### config.mk
export PLATFORM = sky130hd
export DESIGN_NAME = lru_tile_tag_cache_with_wash_core
export DESIGN_NICKNAME = d
export VERILOG_FILES = /design/src/sv/ltc_pkg.sv /design/src/sv/lru_tile_tag_cache_with_wash_core.sv
export SDC_FILE = /design/constraint.sdc
export NUM_CORES = 2
export LEC_CHECK = 0
export ABC_AREA = 1
export BUFFER_PORTS_ARGS = -buffer_cell sky130_fd_sc_hd__clkbuf_2
export CAP_MARGIN = 20
export CORE_ASPECT_RATIO = 0.6
export CORE_UTILIZATION = 45
export CTS_CLUSTER_SIZE = 24
export DETAILED_ROUTE_END_ITERATION = 6
export GPL_ROUTABILITY_DRIVEN = 0
export SKIP_CTS_REPAIR_TIMING = 1
export SYNTH_ARGS = -nofsm -noshare
export SYNTH_HDL_FRONTEND = slang
export SYNTH_SLANG_ARGS = --single-unit
### constraint.sdc
create_clock -name i_clk -period 13.7 [get_ports i_clk]
set_input_delay 2.055 -clock i_clk [delete_from_list [all_inputs] [get_ports i_clk]]
set_output_delay 2.055 -clock i_clk [all_outputs]
set_load 0.02 [all_outputs]
### src/sv/ltc_pkg.sv
// ----------------------------------------------------------------------------
// ltc_pkg
// Types and constants shared by the LRU tile tag cache.
// ----------------------------------------------------------------------------
package ltc_pkg;

    localparam int COORD_BITS  = 16;
    localparam int HANDLE_BITS = 16;
    localparam int Z_BITS      = 5;
    localparam int OP_BITS     = 3;

    localparam int SIZE_BITS   = 6;
    localparam int PCT_BITS    = 7;
    localparam int PROD_BITS   = SIZE_BITS + PCT_BITS;

    localparam logic [SIZE_BITS-1:0] SIZE_RESET = 6'd32;
    localparam logic [PCT_BITS-1:0]  PCT_RESET  = 7'd20;

    // floor(p / 100) for p < 2**13 as (p * 10486) >> 20
    localparam int                DIV100_SHIFT = 20;
    localparam logic [13:0]       DIV100_MUL   = 14'd10486;

    typedef enum logic [OP_BITS-1:0] {
        OP_LOOKUP = 3'd0,
        OP_INSERT = 3'd1,
        OP_QUERY  = 3'd2,
        OP_INVAL  = 3'd3,
        OP_WASH   = 3'd4,
        OP_MARK   = 3'd5
    } t_op;

    typedef enum logic {
        CFG_CACHE_SIZE   = 1'b0,
        CFG_WASH_PERCENT = 1'b1
    } t_cfg_reg;

    typedef enum logic [3:0] {
        S_IDLE,
        S_SCAN,
        S_HIT,
        S_MISS,
        S_W_MUL,
        S_W_THR,
        S_W_SCAN,
        S_EV_CHK,
        S_EV_RD,
        S_EV_OUT,
        S_INS_PREP,
        S_INS_WR,
        S_INS_EMIT
    } t_state;

    typedef struct packed {
        logic [OP_BITS-1:0]            operation;
        logic signed [COORD_BITS-1:0]  tile_x;
        logic signed [COORD_BITS-1:0]  tile_y;
        logic [Z_BITS-1:0]             tile_z;
        logic [HANDLE_BITS-1:0]        tile_handle;
        logic                          insert_dirty;
    } t_in_item;

    typedef struct packed {
        logic                          found;
        logic [HANDLE_BITS-1:0]        out_handle;
        logic signed [COORD_BITS-1:0]  out_x;
        logic signed [COORD_BITS-1:0]  out_y;
        logic [Z_BITS-1:0]             out_z;
        logic                          evicted;
        logic                          victim_dirty;
        logic                          last;
    } t_out_item;

endpackage

### src/sv/lru_tile_tag_cache_with_wash_core.sv
// ----------------------------------------------------------------------------
// lru_tile_tag_cache_with_wash_core
// Fully associative tile tag cache in MRU order with dirty bits and wash.
// ----------------------------------------------------------------------------
// One item is handled at a time; o_stall stays high until it is done. The
// key and handle stores have a single read port, so every search walks the
// recency order one rank per cycle, and an insert emits its evicted
// entries one at a time before it writes the new entry. Results leave
// through an output register and may wait there while the next item is
// taken. Cache size is capped at ENTRIES; no clearing pass is needed
// after reset.
module lru_tile_tag_cache_with_wash_core #(
    parameter int ENTRIES = 32
) (
    input  logic               i_clk,
    input  logic               i_rst_n,
    input  logic               i_valid,
    output logic               o_stall,
    input  ltc_pkg::t_in_item  i_data,
    output logic               o_valid,
    input  logic               i_stall,
    output ltc_pkg::t_out_item o_data,
    input  logic               i_cfg_valid,
    output logic               o_cfg_ready,
    input  logic               i_cfg_index,
    input  logic [ltc_pkg::PCT_BITS-1:0] i_cfg_data
);

    localparam int SW = (ENTRIES > 1) ? $clog2(ENTRIES) : 1;
    localparam int RW = $clog2(ENTRIES + 1);
    localparam int LW = (RW > ltc_pkg::SIZE_BITS) ? RW : ltc_pkg::SIZE_BITS;
    localparam int CW = ((RW > 8) ? RW : 8) + 2;
    localparam logic [LW-1:0] ENTRIES_L = LW'(ENTRIES);

    ltc_pkg::t_state r_state, n_state;

    logic [ltc_pkg::SIZE_BITS-1:0] r_size;
    logic [ltc_pkg::PCT_BITS-1:0]  r_pct;
    ltc_pkg::t_in_item r_in;

    logic [SW-1:0] r_order [ENTRIES];
    logic [ENTRIES-1:0] r_dirty;
    logic [RW-1:0] r_occ;
    logic [RW-1:0] r_rank;
    logic [RW-1:0] r_cmp_rank;
    logic          r_cmp_valid;
    logic          r_any_ev;

    logic [ltc_pkg::PROD_BITS-1:0] r_prod;
    logic signed [7:0]             r_thr;

    logic [ltc_pkg::COORD_BITS-1:0]  r_mem_x [ENTRIES];
    logic [ltc_pkg::COORD_BITS-1:0]  r_mem_y [ENTRIES];
    logic [ltc_pkg::Z_BITS-1:0]      r_mem_z [ENTRIES];
    logic [ltc_pkg::HANDLE_BITS-1:0] r_mem_h [ENTRIES];
    logic [ltc_pkg::COORD_BITS-1:0]  r_rd_x, r_rd_y;
    logic [ltc_pkg::Z_BITS-1:0]      r_rd_z;
    logic [ltc_pkg::HANDLE_BITS-1:0] r_rd_h;
    logic [SW-1:0]                   r_slot;

    logic              r_ovalid;
    ltc_pkg::t_out_item r_out, n_out;

    logic          out_free, emit, rd_en, match, ev_more, ev_last;
    logic [RW-1:0] rd_rank;
    logic [SW-1:0] rd_slot;
    logic [LW-1:0] limit, occ_l;
    logic [26:0]   wt_full;
    logic [6:0]    wt;
    logic signed [CW-1:0] rank_s, thr_s;
    ltc_pkg::t_op  op;

    assign op          = ltc_pkg::t_op'(r_in.operation);
    assign o_cfg_ready = 1'b1;
    assign o_stall     = (r_state != ltc_pkg::S_IDLE);
    assign o_valid     = r_ovalid;
    assign o_data      = r_out;
    assign out_free    = !r_ovalid || !i_stall;

    assign limit   = (LW'(r_size) > ENTRIES_L) ? ENTRIES_L : LW'(r_size);
    assign occ_l   = LW'(r_occ);
    assign ev_more = (r_occ != '0) && (occ_l >= limit);
    // next eviction would need occ - 1 > 0 and occ > limit
    assign ev_last = (limit != '0) && !((occ_l > LW'(1)) && (occ_l > limit));

    assign rd_slot = r_order[rd_rank[SW-1:0]];
    assign match   = r_cmp_valid && (r_rd_x == r_in.tile_x) && (r_rd_y == r_in.tile_y)
                     && (r_rd_z == r_in.tile_z);

    assign wt_full = 27'(r_prod) * 27'(ltc_pkg::DIV100_MUL);
    assign wt      = wt_full[ltc_pkg::DIV100_SHIFT +: 7];
    assign rank_s  = $signed(CW'(r_rank));
    assign thr_s   = CW'(r_thr);

    // configuration
    always_ff @(posedge i_clk) begin
        if (!i_rst_n) begin
            r_size <= ltc_pkg::SIZE_RESET;
            r_pct  <= ltc_pkg::PCT_RESET;
        end else if (i_cfg_valid && o_cfg_ready) begin
            case (ltc_pkg::t_cfg_reg'(i_cfg_index))
                ltc_pkg::CFG_CACHE_SIZE:   r_size <= i_cfg_data[ltc_pkg::SIZE_BITS-1:0];
                ltc_pkg::CFG_WASH_PERCENT: r_pct  <= i_cfg_data;
                default: ;
            endcase
        end
    end

    always_ff @(posedge i_clk) begin
        if (!i_rst_n) begin
            r_state <= ltc_pkg::S_IDLE;
        end else begin
            r_state <= n_state;
        end
    end

    always_comb begin
        n_state = r_state;
        rd_en   = 1'b0;
        rd_rank = r_rank;
        emit    = 1'b0;
        n_out   = '0;
        n_out.last = 1'b1;
        case (r_state)
            ltc_pkg::S_IDLE: begin
                if (i_valid) begin
                    case (ltc_pkg::t_op'(i_data.operation))
                        ltc_pkg::OP_LOOKUP, ltc_pkg::OP_QUERY, ltc_pkg::OP_INVAL:
                            n_state = (r_size != '0) ? ltc_pkg::S_SCAN : ltc_pkg::S_MISS;
                        ltc_pkg::OP_MARK:   n_state = ltc_pkg::S_SCAN;
                        ltc_pkg::OP_INSERT: n_state = ltc_pkg::S_EV_CHK;
                        ltc_pkg::OP_WASH:   n_state = ltc_pkg::S_W_MUL;
                        default:            n_state = ltc_pkg::S_MISS;
                    endcase
                end
            end
            ltc_pkg::S_SCAN: begin
                // issue rank k while comparing rank k - 1
                if (match) begin
                    n_state = ltc_pkg::S_HIT;
                end else if (r_rank < r_occ) begin
                    rd_en = 1'b1;
                end else if (!r_cmp_valid) begin
                    n_state = ltc_pkg::S_MISS;
                end
            end
            ltc_pkg::S_HIT: begin
                if (out_free) begin
                    emit               = 1'b1;
                    n_out.found        = 1'b1;
                    n_out.out_handle   = r_rd_h;
                    n_out.out_x        = r_rd_x;
                    n_out.out_y        = r_rd_y;
                    n_out.out_z        = r_rd_z;
                    n_out.victim_dirty = (op == ltc_pkg::OP_INVAL) ? r_dirty[r_slot]
                                                                   : (op == ltc_pkg::OP_WASH);
                    n_state            = ltc_pkg::S_IDLE;
                end
            end
            ltc_pkg::S_MISS: begin
                if (out_free) begin
                    emit    = 1'b1;
                    n_state = ltc_pkg::S_IDLE;
                end
            end
            ltc_pkg::S_W_MUL: n_state = ltc_pkg::S_W_THR;
            ltc_pkg::S_W_THR: n_state = ltc_pkg::S_W_SCAN;
            ltc_pkg::S_W_SCAN: begin
                // from the LRU end down; ranks at or below the threshold end it
                rd_rank = r_rank - RW'(1);
                if ((r_rank == '0) || !(rank_s > thr_s)) begin
                    n_state = ltc_pkg::S_MISS;
                end else if (r_dirty[rd_slot]) begin
                    rd_en   = 1'b1;
                    n_state = ltc_pkg::S_HIT;
                end
            end
            ltc_pkg::S_EV_CHK: begin
                if (ev_more) begin
                    n_state = ltc_pkg::S_EV_RD;
                end else if (limit == '0) begin
                    n_state = ltc_pkg::S_INS_EMIT;
                end else begin
                    n_state = ltc_pkg::S_INS_PREP;
                end
            end
            ltc_pkg::S_EV_RD: begin
                rd_rank = r_occ - RW'(1);
                rd_en   = 1'b1;
                n_state = ltc_pkg::S_EV_OUT;
            end
            ltc_pkg::S_EV_OUT: begin
                if (out_free) begin
                    emit               = 1'b1;
                    n_out.out_handle   = r_rd_h;
                    n_out.out_x        = r_rd_x;
                    n_out.out_y        = r_rd_y;
                    n_out.out_z        = r_rd_z;
                    n_out.evicted      = 1'b1;
                    n_out.victim_dirty = r_dirty[r_slot];
                    n_out.last         = ev_last;
                    n_state            = ltc_pkg::S_EV_CHK;
                end
            end
            ltc_pkg::S_INS_PREP: begin
                rd_rank = r_occ;
                rd_en   = 1'b1;
                n_state = ltc_pkg::S_INS_WR;
            end
            ltc_pkg::S_INS_WR: begin
                if (r_any_ev || out_free) begin
                    emit    = !r_any_ev;
                    n_state = ltc_pkg::S_IDLE;
                end
            end
            ltc_pkg::S_INS_EMIT: begin
                // size zero: the new entry itself is the last victim
                if (out_free) begin
                    emit               = 1'b1;
                    n_out.out_handle   = r_in.tile_handle;
                    n_out.out_x        = r_in.tile_x;
                    n_out.out_y        = r_in.tile_y;
                    n_out.out_z        = r_in.tile_z;
                    n_out.evicted      = 1'b1;
                    n_out.victim_dirty = r_in.insert_dirty;
                    n_state            = ltc_pkg::S_IDLE;
                end
            end
            default: n_state = ltc_pkg::S_IDLE;
        endcase
    end

    // store read port and insert write
    always_ff @(posedge i_clk) begin
        if (rd_en) begin
            r_rd_x <= r_mem_x[rd_slot];
            r_rd_y <= r_mem_y[rd_slot];
            r_rd_z <= r_mem_z[rd_slot];
            r_rd_h <= r_mem_h[rd_slot];
            r_slot <= rd_slot;
        end
        if ((r_state == ltc_pkg::S_INS_WR) && (n_state == ltc_pkg::S_IDLE)) begin
            r_mem_x[r_slot] <= r_in.tile_x;
            r_mem_y[r_slot] <= r_in.tile_y;
            r_mem_z[r_slot] <= r_in.tile_z;
            r_mem_h[r_slot] <= r_in.tile_handle;
        end
    end

    always_ff @(posedge i_clk) begin
        if (r_state == ltc_pkg::S_IDLE && i_valid) begin
            r_in <= i_data;
        end
        if (r_state == ltc_pkg::S_W_MUL) begin
            r_prod <= ltc_pkg::PROD_BITS'(r_pct) * ltc_pkg::PROD_BITS'(r_size);
        end
        if (r_state == ltc_pkg::S_W_THR) begin
            r_thr <= $signed({2'b00, r_size}) - $signed({1'b0, wt});
        end
    end

    // recency order, dirty bits, occupancy, scan control
    always_ff @(posedge i_clk) begin
        if (!i_rst_n) begin
            for (int i = 0; i < ENTRIES; i++) begin
                r_order[i] <= SW'(i);
            end
            r_dirty     <= '0;
            r_occ       <= '0;
            r_rank      <= '0;
            r_cmp_rank  <= '0;
            r_cmp_valid <= 1'b0;
            r_any_ev    <= 1'b0;
            r_ovalid    <= 1'b0;
        end else begin
            if (emit) begin
                r_ovalid <= 1'b1;
            end else if (!i_stall) begin
                r_ovalid <= 1'b0;
            end
            case (r_state)
                ltc_pkg::S_IDLE: begin
                    r_cmp_valid <= 1'b0;
                    r_any_ev    <= 1'b0;
                    r_rank      <= (ltc_pkg::t_op'(i_data.operation) == ltc_pkg::OP_WASH)
                                   ? r_occ : '0;
                end
                ltc_pkg::S_SCAN: begin
                    if (!match) begin
                        r_cmp_valid <= rd_en;
                    end
                    if (rd_en) begin
                        r_cmp_rank <= r_rank;
                        r_rank     <= r_rank + RW'(1);
                    end
                end
                ltc_pkg::S_W_SCAN: begin
                    if (n_state == ltc_pkg::S_W_SCAN) begin
                        r_rank <= r_rank - RW'(1);
                    end
                end
                ltc_pkg::S_HIT: begin
                    if (emit) begin
                        case (op)
                            ltc_pkg::OP_LOOKUP, ltc_pkg::OP_QUERY: begin
                                for (int i = 1; i < ENTRIES; i++) begin
                                    if (RW'(i) <= r_cmp_rank) r_order[i] <= r_order[i-1];
                                end
                                r_order[0] <= r_slot;
                            end
                            ltc_pkg::OP_INVAL: begin
                                r_dirty[r_slot] <= 1'b0;
                                for (int i = 0; i < ENTRIES; i++) begin
                                    if (i < ENTRIES - 1 && RW'(i) >= r_cmp_rank
                                        && (RW'(i) + RW'(1)) < r_occ) begin
                                        r_order[i] <= r_order[(i + 1) % ENTRIES];
                                    end
                                    if ((RW'(i) + RW'(1)) == r_occ) r_order[i] <= r_slot;
                                end
                                r_occ <= r_occ - RW'(1);
                            end
                            ltc_pkg::OP_WASH: r_dirty[r_slot] <= 1'b0;
                            ltc_pkg::OP_MARK: r_dirty[r_slot] <= 1'b1;
                            default: ;
                        endcase
                    end
                end
                ltc_pkg::S_EV_OUT: begin
                    if (emit) begin
                        r_occ    <= r_occ - RW'(1);
                        r_any_ev <= 1'b1;
                    end
                end
                ltc_pkg::S_INS_WR: begin
                    if (n_state == ltc_pkg::S_IDLE) begin
                        r_dirty[r_slot] <= r_in.insert_dirty;
                        for (int i = 1; i < ENTRIES; i++) begin
                            if (RW'(i) <= r_occ) r_order[i] <= r_order[i-1];
                        end
                        r_order[0] <= r_slot;
                        r_occ      <= r_occ + RW'(1);
                    end
                end
                default: ;
            endcase
        end
    end

    always_ff @(posedge i_clk) begin
        if (emit) begin
            r_out <= n_out;
        end
    end

    a_occ_bound: assert property (@(posedge i_clk) disable iff (!i_rst_n)
        r_occ <= RW'(ENTRIES))
        else $error("occupancy above capacity");

    a_evict_not_found: assert property (@(posedge i_clk) disable iff (!i_rst_n)
        o_valid && o_data.evicted |-> !o_data.found)
        else $error("evicted item reported as found");

    a_busy_after_accept: assert property (@(posedge i_clk) disable iff (!i_rst_n)
        i_valid && !o_stall |=> o_stall)
        else $error("second item taken before first finished");

    a_occ_step: assert property (@(posedge i_clk) disable iff (!i_rst_n)
        r_state == ltc_pkg::S_IDLE |=> $stable(r_occ))
        else $error("occupancy changed while idle");

endmodule

==> out/results.ini <==
[synthesis]
synthDistinctLibCells=60
synth_ff_type=edfxtp_1
syn-num-nets=8709
synthCells=8415
synth_area_leaders=edfxtp_1 63%, o21ai_0 6.0%, nor2_1 4.7%, nand2_1 3.6%, o221ai_1 3.0%
yosys_warnings=0
synth_area_um2=95300
synth-async-reset-ratio_pct=0
synth-seq-area-share_pct=65.6
synth_top_cell_area_share_pct=63.3
yosysTopAreaCell=edfxtp_1
synth_edf_count=2009
avgSynthCellArea_um2=11.3
synth-seq-cells=2119

[timing]
setup_violations=0
tightest_slew_ns=1.22
finClkSkew_ns=0.0776
tns_ns=0
post-route-period-util_pct=64.8
final_max_slew_viol_count=0
fin_crit_ns=8.88
rsz0062_at_grt=false
finalHoldViolCount=0
slew_headroom_pct=18.5
max_freq_ghz=0.113

[critical_path]
worstPathArrival_ns=9.33
critPathMaxFanout=110
crit_slowest_cell=buf_4
crit_path_start_kind=register
worst-setup-path-type=register to register
reg2reg_depth=28
cp_slowest_stage_delay_ns=0.78
cp_data_required_time_ns=14.14
cp-end-kind=register
path_common_cell=nand2_1

[route]
drc=137
drtPass1Iterations=7
route.vias.total=70300
post_drt_via_cell_ratio=6.21
drtIter0Drc=11600
drt-total-wl_um=314000
routedWlPerCell_um=27.7
ant_nets=0

[clock_network]
numCtsBuffers=199
cts_num_sinks=2119
clk_path_buf_depth=4
root_buffer=clkbuf_16
path_clk_slew_ns=0.07
htree_levels=4
cts_tree=done
clk_latency_ns=0.87

[floorplanning]
placeableCoreArea_um2=210000
fp-row-count=130
die_x_um=596
start_util_pct=45.4
dieArea_um2=214000
die_h_um=358
io_pins=130

[placed_design]
hpwl_um=193000
io_buffers=128

[pwr]
p_total_w=0.0254
power.leakage_nw=36.6
ir_drop_uv=244
power_density_nw_per_um2=241

[cells_and_area]
layout.nets=8704
final.fill_count=18300
drive_gt1_share_pct=7.99
syn_to_final_growth_pct=10.5
regArea_um2=62500
multi_input_area_um2=28800

[outcome]
outcome=finished with violations
violations=design-rule violations

[run]
drv_cap=0

[grt]
met2_usage_pct=38.2
grt_max_degree=173
antenna_found_initial=10
grt_use_met1_pct=43.6
busiest_layer=met1
use_met3_pct=10.4
grt-ovfl-total=0
track_usage_pct=28.7
grt_pass1_wl_um=451000
grt_pass1_vias=64200

[min_path]
worstHoldPathCells=2
min_path_type=register to register

Yosys cell counts (8+ instances only):
cell / count
a21oi_1: 171
buf_6: 14
a211oi_1: 24
xnor2_1: 16
o211ai_1: 154
nor2_1: 1184
o21ai_1: 19
o221ai_1: 324
nor3_1: 102
mux2i_1: 8
nand3_2: 13
a31oi_1: 93
clkbuf_1: 450
buf_2: 26
o22ai_1: 158
nand2_1: 922
xor2_1: 25
nand2_2: 10
o21ai_0: 1145
buf_1: 19
ha_1: 145
inv_1: 587
nand3_1: 381
nand3b_1: 11
o211a_1: 19
o2111ai_1: 10
nor4_1: 16
fa_1: 79
clkinv_1: 10
a311oi_1: 20
edfxtp_1: 2009
dfxtp_1: 110
nand4_1: 58
through the flow:
stage	hold slack [ns]	cells	area, um2	worst slack, ns	utilization, %
3_5_place_dp	0.489	11000	99100	5.17	47.2
5_1_grt	0.540	11300	105000	4.33	50.2
6_report	0.504	11300	105000	4.82	50.2
2_1_floorplan	0.459	8415	95300	5.43	-
4_1_cts	0.506	11300	105000	5.12	50.1
3_3_place_gp	0.477	11000	99000	5.20	47.2
where the power goes:
part / total, W / internal [W] / switching (W) / leakage, nW
logic: 0.0120 / 0.00303 / 0.00900 / 14.6
registers: 0.00794 / 0.00772 / 0.000218 / 19.0
clock network: 0.00541 / 0.00295 / 0.00246 / 2.99
total: 0.0254 / 0.0137 / 0.0117 / 36.6
sequential cells by signal, summed over array words and instances (netlist names), 7 cells and up, named ones only:
| name | flops |
|---|---|
| r_in | 54 |
| r_mem_y | 512 |
| r_rd_x | 16 |
| r_order | 160 |
| r_prod | 13 |
| r_pct | 7 |
| r_rd_h | 16 |
| r_mem_h | 512 |
| r_rd_y | 16 |
| o_data | 57 |
| r_mem_x | 512 |
| r_mem_z | 160 |
| r_thr | 8 |
logic make-up (layout without fill, tap and decap cells):
group	Yosys count	after routing	synth area share, %
simple gates	2720	2720	11.8
compound gates	2183	2183	13.9
flops	2119	2119	65.6
buf+inv	1119	1264	4.58
fa+ha+maj	224	224	3.56
xor+xnor	41	41	0.377
mux	8	8	0.0841
other cells	1	4	0.00394
cell usage in the layout, fill, tap and decap left out, types with 41 or more instances in the layout:
cell,Yosys,layout
ha_1,145,145
inv_1,587,584
o221ai_1,324,324
a21oi_1,171,171
nor3_1,102,96
edfxtp_1,2009,2009
o211ai_1,154,154
o22ai_1,158,158
clkbuf_1,450,42
dfxtp_1,110,110
fa_1,79,79
clkbuf_16,0,202
nor2_1,1184,1152
a31oi_1,93,93
clkinv_2,0,41
nand2_1,922,919
clkinv_1,10,45
buf_4,6,172
nand4_1,58,58
nand3_1,381,380
o21ai_0,1145,1144
clkbuf_2,0,127
worst max-delay path, delay by kind of cell (launching register included):
kind          cells  cell delay (ns)
simple gates     22             4.02
flops             1             0.45
buf+inv           6             3.57
per-layer routing:
layer	share of wire (%)	up-vias
met1	43	34500
met2	39	4567
met5	0.11	-
met3	15	596
li1	-	30700
met4	2.9	20
worst paths after layout:
| check | to | slack [ns] | start |
|---|---|---|---|
| setup / recovery | r_mem_h[5][0]$_DFFE_PP_ | 4.82 | occ_l[0]$_SDFFE_PN0P_ |
| hold / removal | r_order[24][4]$_SDFFE_PN1P_ | 0.50 | r_order[24][4]$_SDFFE_PN1P_ |
| setup reg to reg | r_mem_h[5][0]$_DFFE_PP_ | 4.82 | occ_l[0]$_SDFFE_PN0P_ |
| hold reg to reg | r_order[24][4]$_SDFFE_PN1P_ | 0.50 | r_order[24][4]$_SDFFE_PN1P_ |
area by class of cell:
cell class                 instances  area share (%)
antenna                            3         0.00713
tap                             2772            3.30
clock buffer                     245            4.97
multi-input combinational       5177            27.3
clock inverter                   106           0.839
timing repair buffer             309            1.98
inverter                         604            2.17
sequential                      2119            59.4
(Power assumes the default switching activity.)
